**config.mk**
```make
export PLATFORM = sky130hd
export DESIGN_NAME = dh_chain_axis_offset_top
export DESIGN_NICKNAME = d
export VERILOG_FILES = /design/src/hw/rtl/dhc_pkg.sv /design/src/hw/rtl/dhc_cordic.sv /design/src/hw/rtl/dhc_datapath.sv /design/src/hw/rtl/dhc_ctrl.sv /design/src/hw/rtl/dh_chain_axis_offset_top.sv
export SDC_FILE = /design/constraint.sdc
export NUM_CORES = 2
export LEC_CHECK = 0
export ABC_CLOCK_PERIOD_IN_PS = 10900
export BUFFER_PORTS_ARGS = -buffer_cell sky130_fd_sc_hd__buf_2
export CAP_MARGIN = 30
export CORE_MARGIN = 2
export CORE_UTILIZATION = 48
export DETAILED_ROUTE_END_ITERATION = 8
export REMOVE_ABC_BUFFERS = 1
export SLEW_MARGIN = 20
export SYNTH_ARGS = -nofsm -noshare
export SYNTH_HDL_FRONTEND = slang
export SYNTH_SLANG_ARGS = --single-unit
```
**constraint.sdc**
```tcl
create_clock -name clk_i -period 10.9 [get_ports clk_i]
set_input_delay 0.545 -clock clk_i [delete_from_list [all_inputs] [get_ports clk_i]]
set_output_delay 0.545 -clock clk_i [all_outputs]
set_load 0.05 [all_outputs]
```
**src/hw/rtl/dhc_pkg.sv**
```systemverilog
`timescale 1ns / 1ps
// ----------------------------------------------------------------------------
// dhc_pkg
// Shared types and constants for the DH chain axis/offset converter.
// ----------------------------------------------------------------------------
package dhc_pkg;

  // Internal CORDIC format: 30 fraction bits, angle 2^31 = pi
  localparam int CordFrac  = 30;
  localparam int CordW     = 34;
  localparam logic [31:0] CordGain = 32'd652032874;

  typedef enum logic [1:0] {
    KIND_AXIS   = 2'd0,
    KIND_OFFSET = 2'd1,
    KIND_ROW    = 2'd2
  } kind_e;

  // Multiplier operand selects
  typedef enum logic [1:0] {
    MA_COL0 = 2'd0,
    MA_COL1 = 2'd1,
    MA_COL2 = 2'd2
  } mul_a_e;

  typedef enum logic [1:0] {
    MB_LEN = 2'd0,
    MB_OFS = 2'd1,
    MB_COS = 2'd2,
    MB_SIN = 2'd3
  } mul_b_e;

  typedef enum logic [1:0] {
    ACC_HOLD = 2'd0,
    ACC_LOAD = 2'd1,
    ACC_ADD  = 2'd2,
    ACC_SUB  = 2'd3
  } acc_op_e;

  // Controller to datapath
  typedef struct packed {
    logic    load_item;
    mul_a_e  mul_a;
    mul_b_e  mul_b;
    acc_op_e acc_op;
    logic    cap_n1;
    logic    push_off;
    logic    write_row;
    logic    rotate;
    logic    out_load;
    kind_e   out_kind;
    logic [1:0] out_row;
    logic    out_last;
  } dhc_cmd_t;

  // Datapath to controller
  typedef struct packed {
    logic out_free;
    logic cord_done;
    logic chain_end;
  } dhc_stat_t;

  // Arctangent table, angle units of 2^31 = pi
  function automatic logic [31:0] atan_at(input logic [4:0] idx);
    logic [31:0] v;
    case (idx)
      5'd0:  v = 32'h20000000;
      5'd1:  v = 32'h12E4051D;
      5'd2:  v = 32'h09FB385B;
      5'd3:  v = 32'h051111D4;
      5'd4:  v = 32'h028B0D43;
      5'd5:  v = 32'h0145D7E1;
      5'd6:  v = 32'h00A2F61E;
      5'd7:  v = 32'h00517C55;
      5'd8:  v = 32'h0028BE53;
      5'd9:  v = 32'h00145F2E;
      5'd10: v = 32'h000A2F98;
      5'd11: v = 32'h000517CC;
      5'd12: v = 32'h00028BE6;
      5'd13: v = 32'h000145F3;
      5'd14: v = 32'h0000A2F9;
      5'd15: v = 32'h0000517C;
      5'd16: v = 32'h000028BE;
      5'd17: v = 32'h0000145F;
      5'd18: v = 32'h00000A2F;
      5'd19: v = 32'h00000517;
      5'd20: v = 32'h0000028B;
      5'd21: v = 32'h00000145;
      5'd22: v = 32'h000000A2;
      5'd23: v = 32'h00000051;
      default: v = 32'h0;
    endcase
    return v;
  endfunction

endpackage

```
**src/hw/rtl/dhc_cordic.sv**
```systemverilog
`timescale 1ns / 1ps
// ----------------------------------------------------------------------------
// dhc_cordic
// Rotation-mode CORDIC, one micro-rotation per cycle, giving cos and sin
// of a binary angle rounded to FRAC_BITS fraction bits.
// ----------------------------------------------------------------------------
module dhc_cordic #(
  parameter int FRAC_BITS    = 16,
  parameter int CORDIC_STEPS = 16
) (
  input  logic                          clk_i,
  input  logic                          rst_ni,
  input  logic                          start_i,
  input  logic signed [15:0]            angle_i,
  output logic signed [FRAC_BITS+1:0]   cos_o,
  output logic signed [FRAC_BITS+1:0]   sin_o,
  output logic                          done_o
);
  import dhc_pkg::*;

  localparam int EW   = FRAC_BITS + 2;
  localparam int CntW = $clog2(CORDIC_STEPS + 1);
  localparam int Rs   = CordFrac - FRAC_BITS;

  logic signed [CordW-1:0] x_q, x_d, y_q, y_d, z_q, z_d;
  logic [CntW-1:0]         cnt_q, cnt_d;
  logic                    run_q, run_d, done_q, done_d, neg_q, neg_d;
  logic signed [EW-1:0]    cos_q, cos_d, sin_q, sin_d;

  logic signed [16:0]       ang_w, ang_f;
  logic signed [CordW-1:0]  dx, dy, at, xr, yr, xc, yc, one_fx;

  // Fold the angle into +-pi/2
  always_comb begin
    ang_w = 17'(angle_i);
    ang_f = ang_w;
    if (ang_w > 17'sd16384) begin
      ang_f = ang_w - 17'sd32768;
    end else if (ang_w < -17'sd16384) begin
      ang_f = ang_w + 17'sd32768;
    end
  end

  // Micro-rotation and final rounding
  always_comb begin
    dx     = y_q >>> cnt_q;
    dy     = x_q >>> cnt_q;
    at     = CordW'(atan_at(5'(cnt_q)));
    one_fx = CordW'(1) <<< FRAC_BITS;
    xr     = (x_q + (CordW'(1) <<< (Rs - 1))) >>> Rs;
    yr     = (y_q + (CordW'(1) <<< (Rs - 1))) >>> Rs;
    xc     = (xr > one_fx) ? one_fx : ((xr < -one_fx) ? -one_fx : xr);
    yc     = (yr > one_fx) ? one_fx : ((yr < -one_fx) ? -one_fx : yr);
    if (neg_q) begin
      xc = -xc;
      yc = -yc;
    end

    x_d    = x_q;
    y_d    = y_q;
    z_d    = z_q;
    neg_d  = neg_q;
    cnt_d  = cnt_q;
    run_d  = run_q;
    done_d = done_q;
    cos_d  = cos_q;
    sin_d  = sin_q;

    if (start_i) begin
      x_d    = CordW'(CordGain);
      y_d    = '0;
      z_d    = CordW'(ang_f) <<< 16;
      neg_d  = (ang_w > 17'sd16384) || (ang_w < -17'sd16384);
      cnt_d  = '0;
      run_d  = 1'b1;
      done_d = 1'b0;
    end else if (run_q) begin
      if (cnt_q == CntW'(CORDIC_STEPS)) begin
        cos_d  = EW'(xc);
        sin_d  = EW'(yc);
        run_d  = 1'b0;
        done_d = 1'b1;
      end else begin
        if (z_q >= 0) begin
          x_d = x_q - dx;
          y_d = y_q + dy;
          z_d = z_q - at;
        end else begin
          x_d = x_q + dx;
          y_d = y_q - dy;
          z_d = z_q + at;
        end
        cnt_d = cnt_q + CntW'(1);
      end
    end
  end

  always_ff @(posedge clk_i or negedge rst_ni) begin
    if (!rst_ni) begin
      run_q  <= 1'b0;
      done_q <= 1'b0;
      cnt_q  <= '0;
    end else begin
      run_q  <= run_d;
      done_q <= done_d;
      cnt_q  <= cnt_d;
    end
  end

  always_ff @(posedge clk_i) begin
    x_q   <= x_d;
    y_q   <= y_d;
    z_q   <= z_d;
    neg_q <= neg_d;
    cos_q <= cos_d;
    sin_q <= sin_d;
  end

  assign cos_o  = cos_q;
  assign sin_o  = sin_q;
  assign done_o = done_q;

endmodule

```
**src/hw/rtl/dhc_datapath.sv**
```systemverilog
`timescale 1ns / 1ps
// ----------------------------------------------------------------------------
// dhc_datapath
// Rotation rows, shared multiplier and accumulator, offset store and the
// output word register.
// ----------------------------------------------------------------------------
module dhc_datapath #(
  parameter int FRAC_BITS    = 16,
  parameter int CORDIC_STEPS = 16
) (
  input  logic                clk_i,
  input  logic                rst_ni,
  input  dhc_pkg::dhc_cmd_t   cmd_i,
  output dhc_pkg::dhc_stat_t  stat_o,
  input  logic signed [15:0]  twist_angle_i,
  input  logic signed [31:0]  link_length_i,
  input  logic signed [31:0]  link_offset_i,
  input  logic                chain_start_i,
  input  logic                chain_end_i,
  input  logic                out_stall_i,
  output logic                out_valid_o,
  output logic [1:0]          result_kind_o,
  output logic [1:0]          row_index_o,
  output logic signed [31:0]  comp_x_o,
  output logic signed [31:0]  comp_y_o,
  output logic signed [31:0]  comp_z_o,
  output logic                run_last_o
);
  import dhc_pkg::*;

  localparam int EW = FRAC_BITS + 2;
  localparam int PW = EW + 32;
  localparam int AW = PW + 1;
  localparam logic signed [AW-1:0] OutMax = (AW'(1) <<< 31) - AW'(1);
  localparam logic signed [AW-1:0] OutMin = -(AW'(1) <<< 31);
  localparam logic signed [AW-1:0] EntMax = (AW'(1) <<< (FRAC_BITS + 1)) - AW'(1);
  localparam logic signed [AW-1:0] EntMin = -(AW'(1) <<< (FRAC_BITS + 1));
  localparam logic signed [EW-1:0] OneFx  = EW'(1) <<< FRAC_BITS;

  logic signed [EW-1:0] rows_q [3][3];
  logic signed [31:0]   len_q, ofs_q;
  logic                 end_q;
  logic signed [PW-1:0] prod_q;
  logic signed [AW-1:0] acc_q, acc_d, rnd;
  logic signed [EW-1:0] n1_q, ent_sat;
  logic signed [31:0]   off_q [3];
  logic signed [31:0]   out_sat;
  logic signed [EW-1:0] ma;
  logic signed [31:0]   mb;
  logic signed [EW-1:0] cos_w, sin_w;
  logic                 cord_done;

  logic                 out_valid_q;
  logic [1:0]           kind_q, row_q;
  logic signed [31:0]   cx_q, cy_q, cz_q;
  logic                 last_q;

  dhc_cordic #(
    .FRAC_BITS   (FRAC_BITS),
    .CORDIC_STEPS(CORDIC_STEPS)
  ) u_cordic (
    .clk_i  (clk_i),
    .rst_ni (rst_ni),
    .start_i(cmd_i.load_item),
    .angle_i(twist_angle_i),
    .cos_o  (cos_w),
    .sin_o  (sin_w),
    .done_o (cord_done)
  );

  // Select multiplier operands: a head-row entry and a joint or CORDIC value
  always_comb begin
    case (cmd_i.mul_a)
      MA_COL0: ma = rows_q[0][0];
      MA_COL1: ma = rows_q[0][1];
      MA_COL2: ma = rows_q[0][2];
      default: ma = '0;
    endcase
    case (cmd_i.mul_b)
      MB_LEN:  mb = len_q;
      MB_OFS:  mb = ofs_q;
      MB_COS:  mb = 32'(cos_w);
      MB_SIN:  mb = 32'(sin_w);
      default: mb = '0;
    endcase
  end

  // Accumulate, round half up and saturate
  always_comb begin
    case (cmd_i.acc_op)
      ACC_HOLD: acc_d = acc_q;
      ACC_LOAD: acc_d = AW'(prod_q);
      ACC_ADD:  acc_d = acc_q + AW'(prod_q);
      ACC_SUB:  acc_d = acc_q - AW'(prod_q);
      default:  acc_d = acc_q;
    endcase
    rnd     = (acc_q + (AW'(1) <<< (FRAC_BITS - 1))) >>> FRAC_BITS;
    out_sat = (rnd > OutMax) ? 32'(OutMax) : ((rnd < OutMin) ? 32'(OutMin) : 32'(rnd));
    ent_sat = (rnd > EntMax) ? EW'(EntMax) : ((rnd < EntMin) ? EW'(EntMin) : EW'(rnd));
  end

  // Multiply, accumulate and capture
  always_ff @(posedge clk_i) begin
    prod_q <= PW'(ma) * PW'(mb);
    acc_q  <= acc_d;
    if (cmd_i.cap_n1) begin
      n1_q <= ent_sat;
    end
    if (cmd_i.push_off) begin
      off_q[2] <= out_sat;
      off_q[1] <= off_q[2];
      off_q[0] <= off_q[1];
    end
    if (cmd_i.load_item) begin
      len_q <= link_length_i;
      ofs_q <= link_offset_i;
    end
  end

  // Hold the running rotation; rows circulate through the head
  always_ff @(posedge clk_i or negedge rst_ni) begin
    if (!rst_ni) begin
      for (int r = 0; r < 3; r++) begin
        for (int c = 0; c < 3; c++) begin
          rows_q[r][c] <= (r == c) ? OneFx : '0;
        end
      end
      end_q <= 1'b0;
    end else if (cmd_i.load_item) begin
      end_q <= chain_end_i;
      if (chain_start_i) begin
        for (int r = 0; r < 3; r++) begin
          for (int c = 0; c < 3; c++) begin
            rows_q[r][c] <= (r == c) ? OneFx : '0;
          end
        end
      end
    end else if (cmd_i.rotate) begin
      rows_q[0] <= rows_q[1];
      rows_q[1] <= rows_q[2];
      if (cmd_i.write_row) begin
        rows_q[2][0] <= rows_q[0][0];
        rows_q[2][1] <= n1_q;
        rows_q[2][2] <= ent_sat;
      end else begin
        rows_q[2] <= rows_q[0];
      end
    end
  end

  // Output word register
  always_ff @(posedge clk_i or negedge rst_ni) begin
    if (!rst_ni) begin
      out_valid_q <= 1'b0;
    end else if (cmd_i.out_load) begin
      out_valid_q <= 1'b1;
    end else if (!out_stall_i) begin
      out_valid_q <= 1'b0;
    end
  end

  always_ff @(posedge clk_i) begin
    if (cmd_i.out_load) begin
      kind_q <= cmd_i.out_kind;
      row_q  <= cmd_i.out_row;
      last_q <= cmd_i.out_last;
      case (cmd_i.out_kind)
        KIND_AXIS: begin
          cx_q <= 32'(rows_q[0][2]);
          cy_q <= 32'(rows_q[1][2]);
          cz_q <= 32'(rows_q[2][2]);
        end
        KIND_OFFSET: begin
          cx_q <= off_q[0];
          cy_q <= off_q[1];
          cz_q <= off_q[2];
        end
        default: begin
          cx_q <= 32'(rows_q[0][0]);
          cy_q <= 32'(rows_q[0][1]);
          cz_q <= 32'(rows_q[0][2]);
        end
      endcase
    end
  end

  assign stat_o.out_free  = !out_valid_q || !out_stall_i;
  assign stat_o.cord_done = cord_done;
  assign stat_o.chain_end = end_q;

  assign out_valid_o   = out_valid_q;
  assign result_kind_o = kind_q;
  assign row_index_o   = row_q;
  assign comp_x_o      = cx_q;
  assign comp_y_o      = cy_q;
  assign comp_z_o      = cz_q;
  assign run_last_o    = last_q;

endmodule

```
**src/hw/rtl/dhc_ctrl.sv**
```systemverilog
`timescale 1ns / 1ps
// ----------------------------------------------------------------------------
// dhc_ctrl
// Sequencer: issues the per-row multiply steps and the output words.
// ----------------------------------------------------------------------------
module dhc_ctrl (
  input  logic               clk_i,
  input  logic               rst_ni,
  input  logic               in_valid_i,
  output logic               in_stall_o,
  input  dhc_pkg::dhc_stat_t stat_i,
  output dhc_pkg::dhc_cmd_t  cmd_o
);
  import dhc_pkg::*;

  typedef enum logic [6:0] {
    ST_IDLE  = 7'b0000001,
    ST_AXIS  = 7'b0000010,
    ST_OFF   = 7'b0000100,
    ST_OFFE  = 7'b0001000,
    ST_CWAIT = 7'b0010000,
    ST_ROT   = 7'b0100000,
    ST_ROWS  = 7'b1000000
  } state_e;

  state_e     state_q, state_d;
  logic [1:0] row_q, row_d;
  logic [2:0] ph_q, ph_d;

  assign in_stall_o = (state_q != ST_IDLE);

  always_comb begin
    state_d = state_q;
    row_d   = row_q;
    ph_d    = ph_q;
    cmd_o   = '0;
    cmd_o.mul_a    = MA_COL0;
    cmd_o.mul_b    = MB_LEN;
    cmd_o.acc_op   = ACC_HOLD;
    cmd_o.out_kind = KIND_AXIS;

    case (state_q)
      // Take a joint word and start the CORDIC
      ST_IDLE: begin
        if (in_valid_i) begin
          cmd_o.load_item = 1'b1;
          state_d = ST_AXIS;
        end
      end
      ST_AXIS: begin
        if (stat_i.out_free) begin
          cmd_o.out_load = 1'b1;
          cmd_o.out_kind = KIND_AXIS;
          row_d   = '0;
          ph_d    = '0;
          state_d = ST_OFF;
        end
      end
      // Offset row: h0*a + h2*d
      ST_OFF: begin
        ph_d = ph_q + 3'd1;
        case (ph_q)
          3'd0: begin
            cmd_o.mul_a = MA_COL0;
            cmd_o.mul_b = MB_LEN;
          end
          3'd1: begin
            cmd_o.mul_a  = MA_COL2;
            cmd_o.mul_b  = MB_OFS;
            cmd_o.acc_op = ACC_LOAD;
          end
          3'd2: cmd_o.acc_op = ACC_ADD;
          default: begin
            cmd_o.push_off = 1'b1;
            cmd_o.rotate   = 1'b1;
            ph_d  = '0;
            row_d = row_q + 2'd1;
            if (row_q == 2'd2) begin
              state_d = ST_OFFE;
            end
          end
        endcase
      end
      ST_OFFE: begin
        if (stat_i.out_free) begin
          cmd_o.out_load = 1'b1;
          cmd_o.out_kind = KIND_OFFSET;
          cmd_o.out_last = !stat_i.chain_end;
          state_d = ST_CWAIT;
        end
      end
      ST_CWAIT: begin
        if (stat_i.cord_done) begin
          row_d   = '0;
          ph_d    = '0;
          state_d = ST_ROT;
        end
      end
      // Rotation row: new1 = m1*c + m2*s, new2 = m2*c - m1*s
      ST_ROT: begin
        ph_d = ph_q + 3'd1;
        case (ph_q)
          3'd0: begin
            cmd_o.mul_a = MA_COL1;
            cmd_o.mul_b = MB_COS;
          end
          3'd1: begin
            cmd_o.mul_a  = MA_COL2;
            cmd_o.mul_b  = MB_SIN;
            cmd_o.acc_op = ACC_LOAD;
          end
          3'd2: begin
            cmd_o.mul_a  = MA_COL2;
            cmd_o.mul_b  = MB_COS;
            cmd_o.acc_op = ACC_ADD;
          end
          3'd3: begin
            cmd_o.mul_a  = MA_COL1;
            cmd_o.mul_b  = MB_SIN;
            cmd_o.acc_op = ACC_LOAD;
            cmd_o.cap_n1 = 1'b1;
          end
          3'd4: cmd_o.acc_op = ACC_SUB;
          default: begin
            cmd_o.write_row = 1'b1;
            cmd_o.rotate    = 1'b1;
            ph_d  = '0;
            row_d = row_q + 2'd1;
            if (row_q == 2'd2) begin
              row_d   = '0;
              state_d = stat_i.chain_end ? ST_ROWS : ST_IDLE;
            end
          end
        endcase
      end
      // Emit final rows from the head
      ST_ROWS: begin
        if (stat_i.out_free) begin
          cmd_o.out_load = 1'b1;
          cmd_o.out_kind = KIND_ROW;
          cmd_o.out_row  = row_q;
          cmd_o.out_last = (row_q == 2'd2);
          cmd_o.rotate   = 1'b1;
          row_d = row_q + 2'd1;
          if (row_q == 2'd2) begin
            state_d = ST_IDLE;
          end
        end
      end
      default: state_d = ST_IDLE;
    endcase
  end

  always_ff @(posedge clk_i or negedge rst_ni) begin
    if (!rst_ni) begin
      state_q <= ST_IDLE;
      row_q   <= '0;
      ph_q    <= '0;
    end else begin
      state_q <= state_d;
      row_q   <= row_d;
      ph_q    <= ph_d;
    end
  end

endmodule

```
**src/hw/rtl/dh_chain_axis_offset_top.sv**
```systemverilog
`timescale 1ns / 1ps
// ----------------------------------------------------------------------------
// dh_chain_axis_offset_top
// DH joint chain to joint axes, joint offsets and final rotation rows.
// ----------------------------------------------------------------------------
// Usage:
//   Input channel (in_valid_i / in_stall_o) takes one joint word: twist
//   angle, link length, link offset, chain start and chain end flags.
//   Output channel (out_valid_o / out_stall_i) gives the joint axis, then
//   the joint offset, and with chain end the three final rotation rows;
//   run_last_o marks the last word of each joint.
//   One shared 18x32 multiplier runs 4 steps per offset row and 6 per
//   rotation row, while the CORDIC runs beside the offset work; output
//   stalls add to the time a joint takes, and with chain end the final
//   rows follow, one per output word.
//   in_stall_o is high while a joint is in progress.
//   The first word is registered after the take, once the output is free.
//   A held output word keeps the sequencer waiting at its next word.
//   Reset sets the rotation to identity and empties the output register.
// ----------------------------------------------------------------------------
module dh_chain_axis_offset_top #(
  parameter int FRAC_BITS    = 16,
  parameter int CORDIC_STEPS = 16
) (
  input  logic               clk_i,
  input  logic               rst_ni,
  input  logic               in_valid_i,
  output logic               in_stall_o,
  input  logic signed [15:0] twist_angle_i,
  input  logic signed [31:0] link_length_i,
  input  logic signed [31:0] link_offset_i,
  input  logic               chain_start_i,
  input  logic               chain_end_i,
  output logic               out_valid_o,
  input  logic               out_stall_i,
  output logic [1:0]         result_kind_o,
  output logic [1:0]         row_index_o,
  output logic signed [31:0] comp_x_o,
  output logic signed [31:0] comp_y_o,
  output logic signed [31:0] comp_z_o,
  output logic               run_last_o
);
  import dhc_pkg::*;

  dhc_cmd_t  cmd;
  dhc_stat_t stat;

  dhc_ctrl u_ctrl (
    .clk_i     (clk_i),
    .rst_ni    (rst_ni),
    .in_valid_i(in_valid_i),
    .in_stall_o(in_stall_o),
    .stat_i    (stat),
    .cmd_o     (cmd)
  );

  dhc_datapath #(
    .FRAC_BITS   (FRAC_BITS),
    .CORDIC_STEPS(CORDIC_STEPS)
  ) u_dp (
    .clk_i        (clk_i),
    .rst_ni       (rst_ni),
    .cmd_i        (cmd),
    .stat_o       (stat),
    .twist_angle_i(twist_angle_i),
    .link_length_i(link_length_i),
    .link_offset_i(link_offset_i),
    .chain_start_i(chain_start_i),
    .chain_end_i  (chain_end_i),
    .out_stall_i  (out_stall_i),
    .out_valid_o  (out_valid_o),
    .result_kind_o(result_kind_o),
    .row_index_o  (row_index_o),
    .comp_x_o     (comp_x_o),
    .comp_y_o     (comp_y_o),
    .comp_z_o     (comp_z_o),
    .run_last_o   (run_last_o)
  );

`ifndef SYNTH
  // A taken joint blocks the next one
  a_busy_after_take: assert property (@(posedge clk_i) disable iff (!rst_ni)
    (in_valid_i && !in_stall_o) |=> in_stall_o)
    else $error("joint taken but input not stalled");

  // An axis word never closes a joint
  a_axis_not_last: assert property (@(posedge clk_i) disable iff (!rst_ni)
    (out_valid_o && result_kind_o == KIND_AXIS) |-> !run_last_o)
    else $error("axis word marked last");

  // Row index is only used by rotation rows
  a_row_idx: assert property (@(posedge clk_i) disable iff (!rst_ni)
    (out_valid_o && result_kind_o != KIND_ROW) |-> (row_index_o == 2'd0))
    else $error("row index set on non-row word");
`endif

endmodule

```
* Yosys cells after proc, flatten, opt, wreduce, memory -nomap -nowiden
Memory sizes are Yosys's and may differ from the RTL's. Index checks and enable logic that the tools add are counted. Widths: inputs -> output; s select.
Word-level totals: bits in registers 606, bits in writable memories 96, memories 2, input port bits 86, bits in read-only memories 960, latch bits 0
Operators by class: multiply operators 1, $lt $le $gt $ge 11, divide/modulo/power cells 0, bitwise logic cells 2, reductions and logical operators 27, shift-type cells 2, muxes and demuxes 85, equal/unequal tests 36, $add $sub $neg 18
Memories:
- (name not given) | depth 32, width 30, rd ports 1, clocked after memory_dff 0, write ports 0, line dhc_pkg.sv:66 | case (idx)
- u_dp.off_q | depth 3, width 32, rd ports 3, clocked after memory_dff 0, write ports 3, line dhc_datapath.sv:46 | logic signed [31:0] off_q [3];
Operators by type and width (count):
- $mux 162 | 3
- $mux 34 | 6
- $pmux 32 s2 | 3
- $pmux 51 s3 | 1
- $mux 18 | 8
- $pmux 32 s4 | 1
- $mux 7 | 12
- $add 34x15->34 const B | 2
- $add 34x34->34 | 2
- $sshr 34x5->34 | 2
- $sub 34x34->34 | 2
- $mux 32 | 2
- $pmux 18 s3 | 1
- $add 51x17->51 const B | 1
- $add 51x50->51 | 1
- $sub 51x50->51 | 1
- $mul 18x32->50 | 1
- $pmux 7 s7 | 1
- $gt 20x18->1 const B | 2
- $lt 20x17->1 const B | 2
- $mux 36 | 1
- $neg 18->18 | 2
- $gt 35x18->1 const B | 1
- $gt 35x32->1 const B | 1
- other kinds (58) | 123

* Longest topological paths before layout
word-level depth 7, gate-level depth with buffers 37

* Hierarchy
A second synthesis with hierarchy kept.
Unflattened totals: cells, all modules 6906, area, all modules 64787.1 µm²
By module, submodules not included:
- dhc_datapath | area each 44801.7 µm², instances 1, cells an instance 4345
- dhc_cordic | area each 18816.8 µm², instances 1, cells an instance 2430
- dhc_ctrl | area each 1168.6 µm², instances 1, cells an instance 131

* Worst setup path before layout
OpenSTA, ideal clock, no wires.
path type reg-to-reg, start register u_ctrl.state_q[6], end register u_dp.prod_q[48], clock period less this slack 9.486 ns, data arrival time 9.413 ns, setup slack 1.414 ns, required time 10.828 ns, cell stages (with the launch flop) 34, cells stage by stage dfrtp_1 -> clkbuf_1 -> or4_1 -> or4b_2 -> clkbuf_1 -> nand2_1 -> a22oi_1 -> nor2_2 -> nor3_1 -> clkbuf_1 -> nand2_1 -> o21a_1 -> clkbuf_1 -> nor2_1 -> fa_1 -> inv_1 -> fa_1 -> fa_1 -> inv_1 -> fa_1 -> fa_1 -> fa_1 -> ha_1 -> a21o_1 -> a21o_1 -> a21o_1 -> a311o_1 -> a21oi_1 -> a21bo_2 -> a41o_1 -> o31a_1 -> a211o_1 -> a311oi_1 -> xnor2_1
On the way: longest elaborated chain between the ends 5, elaborated cells between the ends (all ways) 13, those cells by class 1 x mul; 7 x eq/ne; 3 x mux; 2 x reduce/logical
RTL lines:
- start: declaration | line dhc_ctrl.sv:26 | state_e state_q, state_d;
- start signal: assignment | line dhc_ctrl.sv:160 | state_q <= state_d;
- $eq 7x6->1 / $eq 7x3->1 (equally long branches) | line dhc_ctrl.sv:42 | case (state_q)
- $pmux 6 s2 (*) | line dhc_ctrl.sv:42
- $eq 2x2->1 (tied with other cells) | line dhc_datapath.sv:79 | case (cmd_i.mul_b)
- $pmux 32 s4 / $pmux 18 s3 (equally long branches) | line dhc_datapath.sv:79, dhc_datapath.sv:73
- $mul 18x32->50 (*) | line dhc_datapath.sv:104 | prod_q <= PW'(ma) * PW'(mb);
- end signal: assignment | line dhc_datapath.sv:104
- end: declaration | line dhc_datapath.sv:43 | logic signed [PW-1:0] prod_q;
Every way passes the cells marked *; elsewhere a longest branch is shown, timed or not. A chain may end at the register's enable or synchronous reset.

* Worst setup path in the final report
start register u_ctrl.state_q[1], end register u_dp.prod_q[48]
The elaborated chain is that of the path after synthesis.

==> reports/results.ini <==
[cells_and_area]
fin_area_mm2 = 0.0708
final_nets = 7985
multi_input_area_mm2 = 0.0417
diodes = 0
final_cell_mix = 1006 x nand2_1, 699 x inv_1, 557 x fa_1, 488 x nor2_1, 392 x o21ai_0
n_fill_cell = 12343
final_cells = 8885
drive_above_1_share = 0.102
area.growth.synth_to_final_pct = 9.64
final_common_cell = nand2_1
regArea_mm2 = 0.0188

[cts]
root_buffer = clkbuf_16
clkSinkCount = 702
clk_latency_ns = 0.71
cts_resized = 0
cts_max_level = 3
cts_tree = yes
clkTransAtPathRegs_ns = 0.06
cts-buffers-inserted = 81
clock_path_buffers = 3

[sta]
hold_violations = 0
worst_hold_slack_ns = 0.0504
relSlewSlack = 0.283
finalCriticalPeriod_ns = 10.47
fin_crit_sh = 0.961
slew_viol_final = 0
max_freq_mhz = 95.5
fin_setup_tns_ns = 0
rsz0062_at_grt = no
finalClockSkew_ns = 0.0698
setup_viol = 0
worstMarginPinSlew_ns = 1.08

[place]
post-place-cells = 8697
portBuffers = 188
place_hpwl_mm = 152
dpl_cell_area_mm2 = 0.0676
gp_congestion = 0.958

[floorplan]
die_y_um = 371
core_mm2 = 0.133
ios = 189
die_area_mm2 = 0.138
rows = 134
start_util = 0.484
die_w_um = 371

[worst_setup_path]
cp-start-kind = flop
crit_fanout = 19
crit_buf_inv = 6
required_ns = 11.50
arrival_ns = 11.07
max_stage_delay_ns = 0.82
cp-end-kind = flop
cp_slowest_cell = or4b_2
path_common_cell = fa_1
critPathKind = reg -> reg
cpLargestDelayFamily = adder cells
worst_r2r_path_depth = 32
path_depth = 32

[synth]
synth_fa_ha_area_frac = 0.229
synth_top_family_by_area = adder cells
synthDominantCellAreaShare = 0.179
synth.largest_area_cell = edfxtp_1
netlist_area_mm2 = 0.0646
synth_mux_area_frac = 0.0524
synth_xor_area_frac = 0.0559
yosys_warnings = 0
synth_compound_area_frac = 0.157
synth-simple-area-share = 0.148
synth_edf_count = 385
ys_async_sr_fraction = 0.261
syn_avg_cell_area_um2 = 9.25
syn_inst = 6980
ys_seq_elements = 702
ys_top_cells_by_area = edfxtp_1 18%, fa_1 17%, dfrtp_1 6.9%
ys_types = 108
synth-seq-area-share = 0.291
synth_ff_type = edfxtp_1

[power]
cell_internal_pwr_uw = 12100
combinationalPowerShare = 0.689
power_switching_uw = 11700
p_per_area_mw_per_mm2 = 336
vdd_drop_max_mv = 0.403
clockPowerShare = 0.123
seq_power_share = 0.188
power.share.switching = 0.492
power_leakage_uw = 0.0306

[global_route]
grt_pass1_vias = 51991
antenna_found_initial = 2
grt_max_degree = 94
grt_use_total = 0.294
grt_overflow = 0
grt_pass1_wl_mm = 313

[route]
drtIter0Drc = 4780
wl_per_cell_um = 22.7
first_pass_iters = 7
drt-total-wl_mm = 202
route.antenna.remaining_nets = 0
post_drt_via_cell_ratio = 5.91
drc = 0
num_vias = 52546

[run_status]
status = completed

[worst_hold_path]
whs_path_depth = 1
min_path_type = in -> reg

[run]
max_cap_viol_count = 0

-- Yosys cell counts (51+ instances only) --
| cell | count |
|---|---|
| nand2_1 | 1008 |
| inv_1 | 700 |
| o21ai_0 | 398 |
| nand3_1 | 106 |
| edfxtp_1 | 385 |
| a22oi_1 | 67 |
| o21a_1 | 51 |
| and2_1 | 74 |
| nand2b_1 | 58 |
| fa_1 | 557 |
| mux4_2 | 69 |
| nor3_1 | 84 |
| nor2_1 | 496 |
| xnor2_1 | 244 |
| ha_1 | 293 |
| a22o_1 | 141 |
| dfxtp_1 | 134 |
| dfrtp_1 | 179 |
| mux2_2 | 53 |
| mux2i_1 | 108 |
| clkbuf_1 | 315 |
| a21o_1 | 138 |
| a21oi_1 | 340 |
| xor2_1 | 168 |
-- power groups by stage --
stage	logic (µW)	clock network (µW)	registers (µW)
2_1_floorplan	12000	0	4670
3_3_place_gp	15900	0	4480
3_5_place_dp	16100	0	4490
4_1_cts	16200	2980	4440
5_1_grt	18100	3090	4530
6_report	16400	2930	4480
-- path summary, 6_finish.rpt --
| check | start | to | slack (ns) |
|---|---|---|---|
| worst max register to register | u_ctrl.state_q[1] | u_dp.prod_q[48] | 0.43 |
| min in group asynchronous | rst_ni | u_dp.rows_q[56] | 0.35 |
| max in group asynchronous | rst_ni | u_dp.u_cordic.cnt_q[0] | 9.40 |
| worst min-delay path | link_offset_i[11] | u_dp.ofs_q[11] | 0.05 |
| worst min register to register | u_dp.off_q[0][41] | u_dp.off_q[0][9] | 0.44 |
| worst max-delay path | u_ctrl.state_q[1] | u_dp.prod_q[48] | 0.43 |
-- repair_timing --
item                                   4_1_cts  5_1_grt
setup buffers                                0        0
hold buffers                                33        0
endpoints found under the hold margin       70        0
-- registers in the layout, indices dropped and copies added (netlist names), 34 cells and up --
| signal | flops |
|---|---|
| u_dp.rows_q | 162 |
| u_dp.off_q | 96 |
| u_dp.acc_q | 51 |
| u_dp.prod_q | 50 |
| u_dp.u_cordic.x_q | 34 |
| u_dp.u_cordic.y_q | 34 |
| u_dp.u_cordic.z_q | 34 |
-- stage by stage --
stage / util / power (µW) / worst slack, ns
detailed placement: 0.506 / 20600 / 0.544
finish: 0.531 / 23800 / 0.430
global placement: 0.505 / 20400 / 0.617
global route: 0.531 / 25700 / 0.0429
floorplan: - / 16600 / -2.36
CTS: 0.530 / 23600 / 0.507
-- final cells by class --
cell class | instances | area share
clock buffer | 106 | 0.0325
inverter | 702 | 0.0373
multi-input combinational | 5184 | 0.589
tap | 1768 | 0.0312
timing repair buffer | 378 | 0.0366
sequential | 702 | 0.266
clock inverter | 45 | 0.00779
-- per-layer routing --
layer  GRT usage  up-vias  wire (µm)  share of wire
li1            -    24103          -              -
met5           0        -          0              0
met1       0.418    25993      89700           0.44
met4      0.0959        0       6770          0.033
met3      0.0514      350      16300          0.081
met2       0.454     2100      89200           0.44
-- logic make-up (layout without fill, tap and decap cells) --
group,count (synthesis),in the layout
flops,702,702
mux,237,237
fa+ha+maj,850,850
xor+xnor,412,412
buf+inv,1094,1231
compound gates,1552,1552
simple gates,2133,2133
(Power assumes the default switching activity.)
